===== src/rtl/msp_pkg.sv =====
// ----------------------------------------------------------------------------
// msp_pkg: shared types and constants for the motor speed PID drive
// Widths of the datapath, register indexes and the control word layout.
// ----------------------------------------------------------------------------
package msp_pkg;

	// field and datapath widths
	localparam int CNT_W   = 16;  // encoder count, setpoint
	localparam int SCL_W   = 16;  // speed scale
	localparam int GAIN_W  = 16;  // PID gains
	localparam int LIM_W   = 24;  // integral limit
	localparam int RPM_W   = 24;  // measured speed
	localparam int ERR_W   = 25;  // error, error sum, previous error
	localparam int SUM_W   = 26;  // error sum before clamp, derivative
	localparam int MOP_A_W = 17;  // multiplier operand a (scale or gain)
	localparam int MOP_B_W = 26;  // multiplier operand b
	localparam int PROD_W  = MOP_A_W + MOP_B_W;
	localparam int ACC_W   = PROD_W + 1;
	localparam int Q_SHIFT = 8;   // Q8.8 fraction bits
	localparam int CORR_W  = ACC_W - Q_SHIFT;
	localparam int DACC_W  = 32;  // drive accumulator
	localparam int NACC_W  = CORR_W + 1;
	localparam int LVL_W   = 8;
	localparam int DRV_W   = LVL_W + 1;
	localparam int DRIVE_MAX = 255;

	// configuration port
	localparam int CFG_IW = 3;
	localparam int CFG_DW = 24;
	localparam logic [CFG_IW-1:0] REG_SPEED_SCALE = 3'd0;
	localparam logic [CFG_IW-1:0] REG_GAIN_PROP   = 3'd1;
	localparam logic [CFG_IW-1:0] REG_GAIN_INTEG  = 3'd2;
	localparam logic [CFG_IW-1:0] REG_GAIN_DERIV  = 3'd3;
	localparam logic [CFG_IW-1:0] REG_INTEG_LIMIT = 3'd4;
	localparam logic [SCL_W-1:0]  SPEED_SCALE_RST = 16'd256;

	// microprogram
	localparam int STEP_W = 3;

	typedef enum logic [1:0] {
		MSRC_SPEED = 2'd0,
		MSRC_PROP  = 2'd1,
		MSRC_INTEG = 2'd2,
		MSRC_DERIV = 2'd3
	} msp_msrc_t;

	typedef enum logic [1:0] {
		AOP_HOLD = 2'd0,
		AOP_LOAD = 2'd1,
		AOP_ADD  = 2'd2
	} msp_aop_t;

	typedef enum logic [1:0] {
		JC_NONE     = 2'd0,
		JC_WAIT_IN  = 2'd1,
		JC_WAIT_OUT = 2'd2
	} msp_jc_t;

	// one control word of the microprogram
	typedef struct packed {
		logic              take_in;  // step may accept an input beat
		msp_msrc_t         msrc;     // multiplier operand pair
		msp_aop_t          aop;      // product accumulator operation
		logic              err_en;   // form speed and error
		logic              upd_en;   // update error sum, derivative, prev error
		logic              fin;      // update drive accumulator, load result
		msp_jc_t           jc;       // jump condition
		logic [STEP_W-1:0] jtgt;     // jump target
	} msp_uword_t;

	// datapath status back to the sequencer
	typedef struct packed {
		logic out_busy;  // result register full and not being drained
	} msp_stat_t;

endpackage


===== src/rtl/msp_seq.sv =====
// ----------------------------------------------------------------------------
// msp_seq: microprogram sequencer
// Step counter, control store and conditional jumps.
// ----------------------------------------------------------------------------
module msp_seq
	import msp_pkg::*;
(
	input  logic       clk,
	input  logic       arst_n,
	input  logic       in_valid,
	input  msp_stat_t  stat,
	output msp_uword_t ctrl
);

	logic [STEP_W-1:0] step_q;
	logic [STEP_W-1:0] step_d;
	logic              jump;

	// control store
	always_comb begin
		ctrl = '0;
		unique case (step_q)
			3'd0: begin  // wait for a sample
				ctrl.take_in = 1'b1;
				ctrl.jc      = JC_WAIT_IN;
				ctrl.jtgt    = 3'd0;
			end
			3'd1: begin  // count * scale
				ctrl.msrc = MSRC_SPEED;
			end
			3'd2: begin  // speed, error
				ctrl.err_en = 1'b1;
			end
			3'd3: begin  // integral, derivative; gp * err
				ctrl.upd_en = 1'b1;
				ctrl.msrc   = MSRC_PROP;
			end
			3'd4: begin  // gi * sum
				ctrl.msrc = MSRC_INTEG;
				ctrl.aop  = AOP_LOAD;
			end
			3'd5: begin  // gd * deriv
				ctrl.msrc = MSRC_DERIV;
				ctrl.aop  = AOP_ADD;
			end
			3'd6: begin
				ctrl.aop = AOP_ADD;
			end
			3'd7: begin  // accumulate drive, hold until result slot frees
				ctrl.fin  = 1'b1;
				ctrl.jc   = JC_WAIT_OUT;
				ctrl.jtgt = 3'd7;
			end
			default: ctrl = '0;
		endcase
	end

	// jump evaluation
	always_comb begin
		unique case (ctrl.jc)
			JC_WAIT_IN:  jump = !in_valid;
			JC_WAIT_OUT: jump = stat.out_busy;
			default:     jump = 1'b0;
		endcase
		step_d = jump ? ctrl.jtgt : step_q + 1'b1;
	end

	always_ff @(posedge clk or negedge arst_n) begin
		if (!arst_n) begin
			step_q <= '0;
		end else begin
			step_q <= step_d;
		end
	end

endmodule


===== src/rtl/msp_dp.sv =====
// ----------------------------------------------------------------------------
// msp_dp: PID datapath
// One shared signed multiplier, product accumulator, controller state and
// the result register.
// ----------------------------------------------------------------------------
module msp_dp
	import msp_pkg::*;
(
	input  logic                     clk,
	input  logic                     arst_n,
	input  msp_uword_t               ctrl,
	output msp_stat_t                stat,
	input  logic                     in_valid,
	input  logic signed [CNT_W-1:0]  enc_count,
	input  logic signed [CNT_W-1:0]  target_rpm,
	input  logic [SCL_W-1:0]         speed_scale,
	input  logic signed [GAIN_W-1:0] gain_prop,
	input  logic signed [GAIN_W-1:0] gain_integ,
	input  logic signed [GAIN_W-1:0] gain_deriv,
	input  logic [LIM_W-1:0]         integ_limit,
	input  logic                     out_ready,
	output logic                     out_valid,
	output logic [LVL_W-1:0]         drive_level,
	output logic                     dir_fwd,
	output logic                     dir_rev,
	output logic signed [RPM_W-1:0]  measured_rpm
);

	logic signed [CNT_W-1:0]   cnt_q, tgt_q;
	logic signed [MOP_A_W-1:0] mop_a;
	logic signed [MOP_B_W-1:0] mop_b;
	logic signed [PROD_W-1:0]  prod_d, prod_q;
	logic signed [ACC_W-1:0]   prod_x, acc_q;
	logic signed [RPM_W-1:0]   speed, speed_q;
	logic signed [ERR_W-1:0]   err_d, err_q, prev_q, esum_q;
	logic signed [SUM_W-1:0]   sum_raw, lim_pos, lim_neg, esum_d, deriv_q;
	logic signed [CORR_W-1:0]  corr;
	logic signed [NACC_W-1:0]  nacc;
	logic signed [DACC_W-1:0]  dacc_d, dacc_q;
	logic signed [DRV_W-1:0]   drv;
	logic                      out_valid_q;
	logic                      fire;

	assign stat.out_busy = out_valid_q && !out_ready;
	assign fire          = ctrl.fin && !stat.out_busy;

	// sample capture
	always_ff @(posedge clk) begin
		if (ctrl.take_in && in_valid) begin
			cnt_q <= enc_count;
			tgt_q <= target_rpm;
		end
	end

	// multiplier operand select
	always_comb begin
		case (ctrl.msrc)
			MSRC_PROP: begin
				mop_a = {gain_prop[GAIN_W-1], gain_prop};
				mop_b = {err_q[ERR_W-1], err_q};
			end
			MSRC_INTEG: begin
				mop_a = {gain_integ[GAIN_W-1], gain_integ};
				mop_b = {esum_q[ERR_W-1], esum_q};
			end
			MSRC_DERIV: begin
				mop_a = {gain_deriv[GAIN_W-1], gain_deriv};
				mop_b = deriv_q;
			end
			default: begin
				mop_a = {1'b0, speed_scale};
				mop_b = {{(MOP_B_W-CNT_W){cnt_q[CNT_W-1]}}, cnt_q};
			end
		endcase
	end

	assign prod_d = mop_a * mop_b;
	assign prod_x = {prod_q[PROD_W-1], prod_q};

	always_ff @(posedge clk) begin
		prod_q <= prod_d;
		case (ctrl.aop)
			AOP_LOAD: acc_q <= prod_x;
			AOP_ADD:  acc_q <= acc_q + prod_x;
			default:  acc_q <= acc_q;
		endcase
	end

	// speed is floor(count * scale / 256); error is setpoint minus speed
	assign speed = $signed(prod_q[Q_SHIFT+RPM_W-1:Q_SHIFT]);
	assign err_d = {tgt_q[CNT_W-1], {(ERR_W-CNT_W-1){tgt_q[CNT_W-1]}}, tgt_q}
		- {speed[RPM_W-1], speed};

	always_ff @(posedge clk) begin
		if (ctrl.err_en) begin
			speed_q <= speed;
			err_q   <= err_d;
		end
	end

	// clamped integral
	assign sum_raw = {esum_q[ERR_W-1], esum_q} + {err_q[ERR_W-1], err_q};
	assign lim_pos = {{(SUM_W-LIM_W){1'b0}}, integ_limit};
	assign lim_neg = -lim_pos;

	always_comb begin
		if (sum_raw > lim_pos) begin
			esum_d = lim_pos;
		end else if (sum_raw < lim_neg) begin
			esum_d = lim_neg;
		end else begin
			esum_d = sum_raw;
		end
	end

	always_ff @(posedge clk or negedge arst_n) begin
		if (!arst_n) begin
			esum_q <= '0;
			prev_q <= '0;
		end else if (ctrl.upd_en) begin
			esum_q <= esum_d[ERR_W-1:0];
			prev_q <= err_q;
		end
	end

	always_ff @(posedge clk) begin
		if (ctrl.upd_en) begin
			deriv_q <= {err_q[ERR_W-1], err_q} - {prev_q[ERR_W-1], prev_q};
		end
	end

	// velocity-form accumulator, saturating at 32 bits
	assign corr = acc_q[ACC_W-1:Q_SHIFT];
	assign nacc = {{(NACC_W-DACC_W){dacc_q[DACC_W-1]}}, dacc_q} + {corr[CORR_W-1], corr};

	always_comb begin
		if (nacc[NACC_W-1:DACC_W-1] != {(NACC_W-DACC_W+1){nacc[NACC_W-1]}}) begin
			dacc_d = nacc[NACC_W-1] ? {1'b1, {(DACC_W-1){1'b0}}} : {1'b0, {(DACC_W-1){1'b1}}};
		end else begin
			dacc_d = nacc[DACC_W-1:0];
		end
		if (dacc_d > DACC_W'(DRIVE_MAX)) begin
			drv = DRV_W'(DRIVE_MAX);
		end else if (dacc_d < -DACC_W'(DRIVE_MAX)) begin
			drv = -DRV_W'(DRIVE_MAX);
		end else begin
			drv = dacc_d[DRV_W-1:0];
		end
	end

	always_ff @(posedge clk or negedge arst_n) begin
		if (!arst_n) begin
			dacc_q      <= '0;
			out_valid_q <= 1'b0;
		end else begin
			if (fire) begin
				dacc_q <= dacc_d;
			end
			if (fire) begin
				out_valid_q <= 1'b1;
			end else if (out_ready) begin
				out_valid_q <= 1'b0;
			end
		end
	end

	// result register
	always_ff @(posedge clk) begin
		if (fire) begin
			drive_level  <= drv[DRV_W-1] ? LVL_W'(-drv) : drv[LVL_W-1:0];
			dir_fwd      <= !drv[DRV_W-1] && (drv != '0);
			dir_rev      <= drv[DRV_W-1];
			measured_rpm <= speed_q;
		end
	end

	assign out_valid = out_valid_q;

endmodule


===== src/rtl/motor_speed_pid_drive.sv =====
// ----------------------------------------------------------------------------
// motor_speed_pid_drive: velocity-form PID motor speed controller
// Configuration registers and the microcoded PID engine.
// ----------------------------------------------------------------------------
// Usage:
//   Input channel (in_valid/in_ready) carries one sample per beat: the signed
//   encoder count of the sample period and the target speed in rpm.
//   Output channel (out_valid/out_ready) returns one beat per sample: drive
//   magnitude 0..255, forward/reverse bits (both low at zero drive) and the
//   measured speed in rpm.
//   Registers are written through cfg_we/cfg_idx/cfg_wdata; the user must
//   write them only while idle, which the block itself does not enforce:
//   0 speed_scale, 1 gain_prop, 2 gain_integ, 3 gain_deriv, 4 integ_limit.
//   Writes to other indexes are dropped.
//   The engine takes no new sample until the last one is loaded into the
//   output register: the eight-step microprogram runs all four multiplies
//   through one shared 17x26 multiplier.
//   Reset clears the integral, previous error, drive accumulator and output
//   valid, and loads the register defaults (scale 1.0, gains 0, limit max).
//   When the receiver stalls, one finished result waits in the output
//   register while the next sample is accepted and computed; the engine
//   then holds in its last step until the output register frees.
// ----------------------------------------------------------------------------
module motor_speed_pid_drive
	import msp_pkg::*;
(
	input  logic                    clk,
	input  logic                    arst_n,
	input  logic                    cfg_we,
	input  logic [CFG_IW-1:0]       cfg_idx,
	input  logic [CFG_DW-1:0]       cfg_wdata,
	input  logic                    in_valid,
	output logic                    in_ready,
	input  logic signed [CNT_W-1:0] enc_count,
	input  logic signed [CNT_W-1:0] target_rpm,
	output logic                    out_valid,
	input  logic                    out_ready,
	output logic [LVL_W-1:0]        drive_level,
	output logic                    dir_fwd,
	output logic                    dir_rev,
	output logic signed [RPM_W-1:0] measured_rpm
);

	logic [SCL_W-1:0]         speed_scale_q;
	logic signed [GAIN_W-1:0] gain_prop_q, gain_integ_q, gain_deriv_q;
	logic [LIM_W-1:0]         integ_limit_q;
	msp_uword_t               ctrl;
	msp_stat_t                stat;

	// configuration registers
	always_ff @(posedge clk or negedge arst_n) begin
		if (!arst_n) begin
			speed_scale_q <= SPEED_SCALE_RST;
			gain_prop_q   <= '0;
			gain_integ_q  <= '0;
			gain_deriv_q  <= '0;
			integ_limit_q <= '1;
		end else if (cfg_we) begin
			unique case (cfg_idx)
				REG_SPEED_SCALE: speed_scale_q <= cfg_wdata[SCL_W-1:0];
				REG_GAIN_PROP:   gain_prop_q   <= $signed(cfg_wdata[GAIN_W-1:0]);
				REG_GAIN_INTEG:  gain_integ_q  <= $signed(cfg_wdata[GAIN_W-1:0]);
				REG_GAIN_DERIV:  gain_deriv_q  <= $signed(cfg_wdata[GAIN_W-1:0]);
				REG_INTEG_LIMIT: integ_limit_q <= cfg_wdata[LIM_W-1:0];
				default: ;
			endcase
		end
	end

	assign in_ready = ctrl.take_in;

	msp_seq u_seq (
		.clk      (clk),
		.arst_n   (arst_n),
		.in_valid (in_valid),
		.stat     (stat),
		.ctrl     (ctrl)
	);

	msp_dp u_dp (
		.clk          (clk),
		.arst_n       (arst_n),
		.ctrl         (ctrl),
		.stat         (stat),
		.in_valid     (in_valid),
		.enc_count    (enc_count),
		.target_rpm   (target_rpm),
		.speed_scale  (speed_scale_q),
		.gain_prop    (gain_prop_q),
		.gain_integ   (gain_integ_q),
		.gain_deriv   (gain_deriv_q),
		.integ_limit  (integ_limit_q),
		.out_ready    (out_ready),
		.out_valid    (out_valid),
		.drive_level  (drive_level),
		.dir_fwd      (dir_fwd),
		.dir_rev      (dir_rev),
		.measured_rpm (measured_rpm)
	);

endmodule


===== config.mk =====
export PLATFORM = sky130hd
export DESIGN_NAME = motor_speed_pid_drive
export DESIGN_NICKNAME = d
export VERILOG_FILES = /design/src/rtl/msp_pkg.sv /design/src/rtl/msp_seq.sv /design/src/rtl/msp_dp.sv /design/src/rtl/motor_speed_pid_drive.sv
export SDC_FILE = /design/constraint.sdc
export NUM_CORES = 2
export LEC_CHECK = 0
export BUFFER_PORTS_ARGS = -buffer_cell sky130_fd_sc_hd__buf_2
export CAP_MARGIN = 0
export CORE_ASPECT_RATIO = 2
export CORE_MARGIN = 2
export CORE_UTILIZATION = 50
export DETAILED_ROUTE_END_ITERATION = 16
export PLACE_DENSITY = 0.7
export SLEW_MARGIN = 20
export SYNTH_ARGS = -nofsm -noshare
export SYNTH_HDL_FRONTEND = slang
export SYNTH_HIERARCHICAL = 1
export SYNTH_SLANG_ARGS = --single-unit

===== constraint.sdc =====
create_clock -name clk -period 23.9 [get_ports clk]
set_clock_uncertainty 0.1 [all_clocks]
set_input_delay 4.78 -clock clk [delete_from_list [all_inputs] [get_ports clk]]
set_output_delay 4.78 -clock clk [all_outputs]
set_load 0.005 [all_outputs]

# --- Word-level counts from Yosys, hierarchy flattened ---
# Index checks and enable logic that the tools add are counted.
word_totals:
  inputBits: 64
  mem_bits_ro: 0
  ram_bits: 0
  memories: 0
  latch_bits: 0
  wordCells: 92
  regBits: 402
classes:
  order_cmp: 4
  n_reduce_logical: 19
  shift: 0
  n_mux: 21
  multipliers: 1
  bitwise: 0
  div_mod_pow: 0
  addsub: 8
  n_eq_ne: 18
ops:
  columns: ["operator", "n"]
  rows:
  - ["$pmux 44 s2", 1]
  - ["$pmux 26 s3", 1]
  - ["$mux 32", 2]
  - ["$pmux 17 s3", 1]
  - ["$mux 25", 2]
  - ["$add 44x43->44", 1]
  - ["$mul 17x26->43", 1]
  - ["$add 32x36->37", 1]
  - ["$gt 32x9->1 const B", 1]
  - ["$lt 32x9->1 const B", 1]
  - ["$add 25x25->26", 1]
  - ["$gt 26x25->1", 1]
  - ["$lt 26x26->1", 1]
  - ["$neg 24->26", 1]
  - ["$sub 25x25->26", 1]
  - ["$sub 16x24->25", 1]
  - ["$mux 9", 2]
  - ["$eq 3x3->1 const B", 5]
  - ["$eq 3x2->1 const B", 4]
  - ["$pmux 5 s2", 1]
  - ["$reduce_and 2->1", 5]
  - ["$reduce_bool 9->1", 1]
  - ["$eq 2x2->1 const B", 4]
  - ["$mux 8", 1]
  - ["15 further kinds", 30]

# --- Logic depth before layout (Yosys ltp) ---
logic_depth:
  ltp_word: 8
  depth_mapped: 39

# --- Modules after synthesis ---
# Netlist, hierarchy kept.
by_module_without_submodules:
  columns: ["module", "n_inst", "seq_area_each_um2", "cells_each", "area_each_um2"]
  rows:
  - ["msp_dp", 1, 8493.1, 3985, 36816.6]
  - ["motor_speed_pid_drive", 1, 2233.4, 190, 3410.8]
  - ["msp_seq", 1, 75.1, 39, 341.6]

# --- Least setup slack after synthesis ---
# OpenSTA, ideal clock, no wires.
synth_timing:
  kind: "flip-flop to flip-flop"
  startpoint: "register u_seq.step_q[0]"
  endpoint: "register u_dp.prod_q[41]"
  t_arrival_ns: 9.433
  stages_incl_launch_ff: 36
  path_buffers: 4
  synth_period_minus_slack_ns: 9.660
  path_slack_ns: 14.240
  setup_ns: 0.127
  path_cell_list: "dfrtp_1 -> ha_1 -> ha_1 -> nand2_1 -> o21ai_1 -> clkbuf_1 -> clkbuf_1 -> clkbuf_1 -> buf_1 -> mux2i_1 -> nand2_1 -> o21ai_1 -> nor2_1 -> fa_1 -> inv_1 -> fa_1 -> inv_1 -> fa_1 -> fa_1 -> fa_1 -> inv_1 -> fa_1 -> inv_1 -> ha_1 -> a21o_1 -> a211oi_1 -> o21ai_0 -> o21a_1 -> o211ai_1 -> a31oi_1 -> a21oi_1 -> o21ai_0 -> o21a_1 -> o41ai_1 -> o221ai_1 -> xor2_1"
synth_lines:
  columns: ["element", "line", "text"]
  rows:
  - ["start: declaration", "msp_seq.sv:15", "logic [STEP_W-1:0] step_q;"]
  - ["start signal: assignment", "msp_seq.sv:72", "step_q <= step_d;"]
  - ["end signal: assignment", "msp_dp.sv:81", "prod_q <= prod_d;"]
  - ["end: declaration", "msp_dp.sv:32", "logic signed [PROD_W-1:0] prod_d, prod_q;"]

==> impl_metrics.env <==
export IMPL_outcome="finished, final reports clean"
export IMPL_avgSynthCellArea_um2=9.63
export IMPL_hold_viol_final=0
export IMPL_post_route_period_util_pct=47.6
export IMPL_post_cts_buffers=0
export IMPL_clk_pin_slew_ns=0.06
export IMPL_grt_max_degree=74
export IMPL_cap_violations=0
export IMPL_rsz0062_at_grt="no"
export IMPL_wl_per_cell_um=23.6
export IMPL_setup_viol=0
export IMPL_ys_warn_count=6
export IMPL_post_cts_resized=0
export IMPL_clock_tree_root_cell="clkbuf_16"
export IMPL_fin_ws_ns=12.52
export IMPL_synth_fp_nets=5023
export IMPL_htree_levels=2
export IMPL_antenna_found_initial=7
export IMPL_syn_cell_area_um2=40500
export IMPL_cp_required_ns=24.28
export IMPL_max_stage_delay_ns=0.73
export IMPL_cts_hold_buf=0
export IMPL_worstSetupEndpointType="flop"
export IMPL_max_slew_margin_rel_pct=21.7
export IMPL_final_max_slew_violation_count=0
export IMPL_synthCells=4209
export IMPL_io_buffers=99
export IMPL_initial_core_util_pct=50.4
export IMPL_gp_congestion=0.998
export IMPL_slowest_stage="and2_1"
export IMPL_io_pins=100
export IMPL_crit_type="flop to flop"
export IMPL_via_count=31100
export IMPL_drive_above_1_share_pct=10.6
export IMPL_cts_path_max_buffers=3
export IMPL_grt_pass1_vias=33300
export IMPL_drc_errors=0
export IMPL_clkSinkCount=402
export IMPL_grtUsageTotal_pct=31.1
export IMPL_dieArea_um2=83500
export IMPL_crit_path_frequent_cell="fa_1"
export IMPL_worstPathMaxFanout=46
export IMPL_syn_to_final_growth_pct=7.47
export IMPL_die_w_um=205
export IMPL_cts_tree="yes"
export IMPL_finalSetupTns_ns=0
export IMPL_core_um2=80400
export IMPL_final_nets=5061
export IMPL_die_height_um=407
export IMPL_cp_arrival_ns=11.75
export IMPL_dp_slack_ns=12.65
export IMPL_cp_start_kind="flop"
export IMPL_rows=147
export IMPL_dpl_hpwl_um=100000
export IMPL_overflow=0
export IMPL_period_minus_slack_ns=11.38
export IMPL_worst_pin_slew_ns=1.17
export IMPL_grt_first_pass_wirelength_um=192000
export IMPL_hold_class="flop to flop"
export IMPL_ant_nets=0
export IMPL_cts_buffers=42
export IMPL_vias_per_cell=5.84
export IMPL_drt_initial_drc_count=1746
export IMPL_wl_um=126000
export IMPL_clock_latency_ns=0.61
export IMPL_dr_pass1_iters=7
export IMPL_fmax_mhz=87.9
## metrics by stage
| step | hold slack [ns] | cell area, um2 | utilization [%] | std cells |
|---|---|---|---|---|
| after floorplan | 0.300 | 40500 | - | 4209 |
| after global placement | 0.301 | 42100 | 52.4 | 5245 |
| after detailed placement | 0.306 | 42100 | 52.4 | 5245 |
| after CTS | 0.323 | 43500 | 54.2 | 5323 |
| after global routing | 0.335 | 43600 | 54.2 | 5324 |
| final | 0.323 | 43600 | 54.2 | 5326 |
## registers in the layout, summed over array words and instances, names as in the netlist
name	count
u_dp/tgt_q	16
speed_scale_q	16
u_seq/step_q	3
u_dp/out_valid	1
u_dp/speed_q	24
u_dp/dir_fwd	1
gain_deriv_q	16
u_dp/prev_q	25
u_dp/measured_rpm	24
u_dp/prod_q	43
u_dp/dir_rev	1
u_dp/deriv_q	26
u_dp/drive_level	8
u_dp/err_q	25
u_dp/cnt_q	16
u_dp/dacc_q	32
u_dp/acc_q	44
gain_integ_q	16
integ_limit_q	24
gain_prop_q	16
u_dp/esum_q	25
## metal layers
metal | vias to the layer above | share of wire (%) | wire length (um) | global-route usage [%]
met4 | 0 | 9.4 | 11800 | 24.8
met2 | 1094 | 52 | 66100 | 57.3
li1 | 14100 | - | - | -
met3 | 496 | 4.9 | 6160 | 4.06
met5 | - | 0 | 0 | 0
met1 | 15400 | 33 | 41800 | 31.0
## critical path, delay by kind of cell (launching register included)
family | cells | cell delay, ns
adder cells (fa/ha/maj) | 8 | 4.09
AO/OA/AOI/OAI | 12 | 2.95
buffers and inverters | 6 | 1.80
AND/OR/NAND/NOR | 3 | 1.07
flip-flops | 1 | 0.55
multiplexers | 1 | 0.41
XOR/XNOR | 1 | 0.17
## cells in the final DEF, fill, tap and decap left out, types with 40 or more instances in the layout
cell type,instances
a21o_1,89
a21oi_1,206
and2_1,53
buf_2,98
buf_4,40
clkbuf_16,43
dfrtp_1,149
dfxtp_1,43
edfxtp_1,185
fa_1,436
ha_1,312
inv_1,621
mux2_2,147
nand2_1,434
nand2b_1,53
nor2_1,328
nor2b_1,54
nor3_1,42
o21a_1,60
o21ai_0,183
xnor2_1,145
xor2_1,46
## layout make-up
type	instances	area (um2)
sequential	402	10800
clock inverter	26	295
fill	7317	36800
inverter	623	2340
clock buffer	52	1130
antenna	2	5.00
tap	1043	1310
multi-input combinational	3038	26900
timing repair buffer	140	832
## final timing paths
kind                                  start               endpoint  slack, ns  cells after the start
hold reg to reg            u_dp/speed_q[18]  u_dp/measured_rpm[18]       0.32                      0
setup reg to reg            u_seq/step_q[2]        u_dp/prod_q[41]      12.52                     31
hold / removal             u_dp/speed_q[18]  u_dp/measured_rpm[18]       0.32                      0
setup / recovery            u_seq/step_q[2]        u_dp/prod_q[41]      12.52                     31
max in group asynchronous            arst_n        u_dp/dacc_q[30]      18.38                      2
min in group asynchronous            arst_n        u_dp/esum_q[10]       4.04                      1
Power is not shown: default switching activity piles up to over one toggle a cycle in this logic, so the estimate is an artifact.
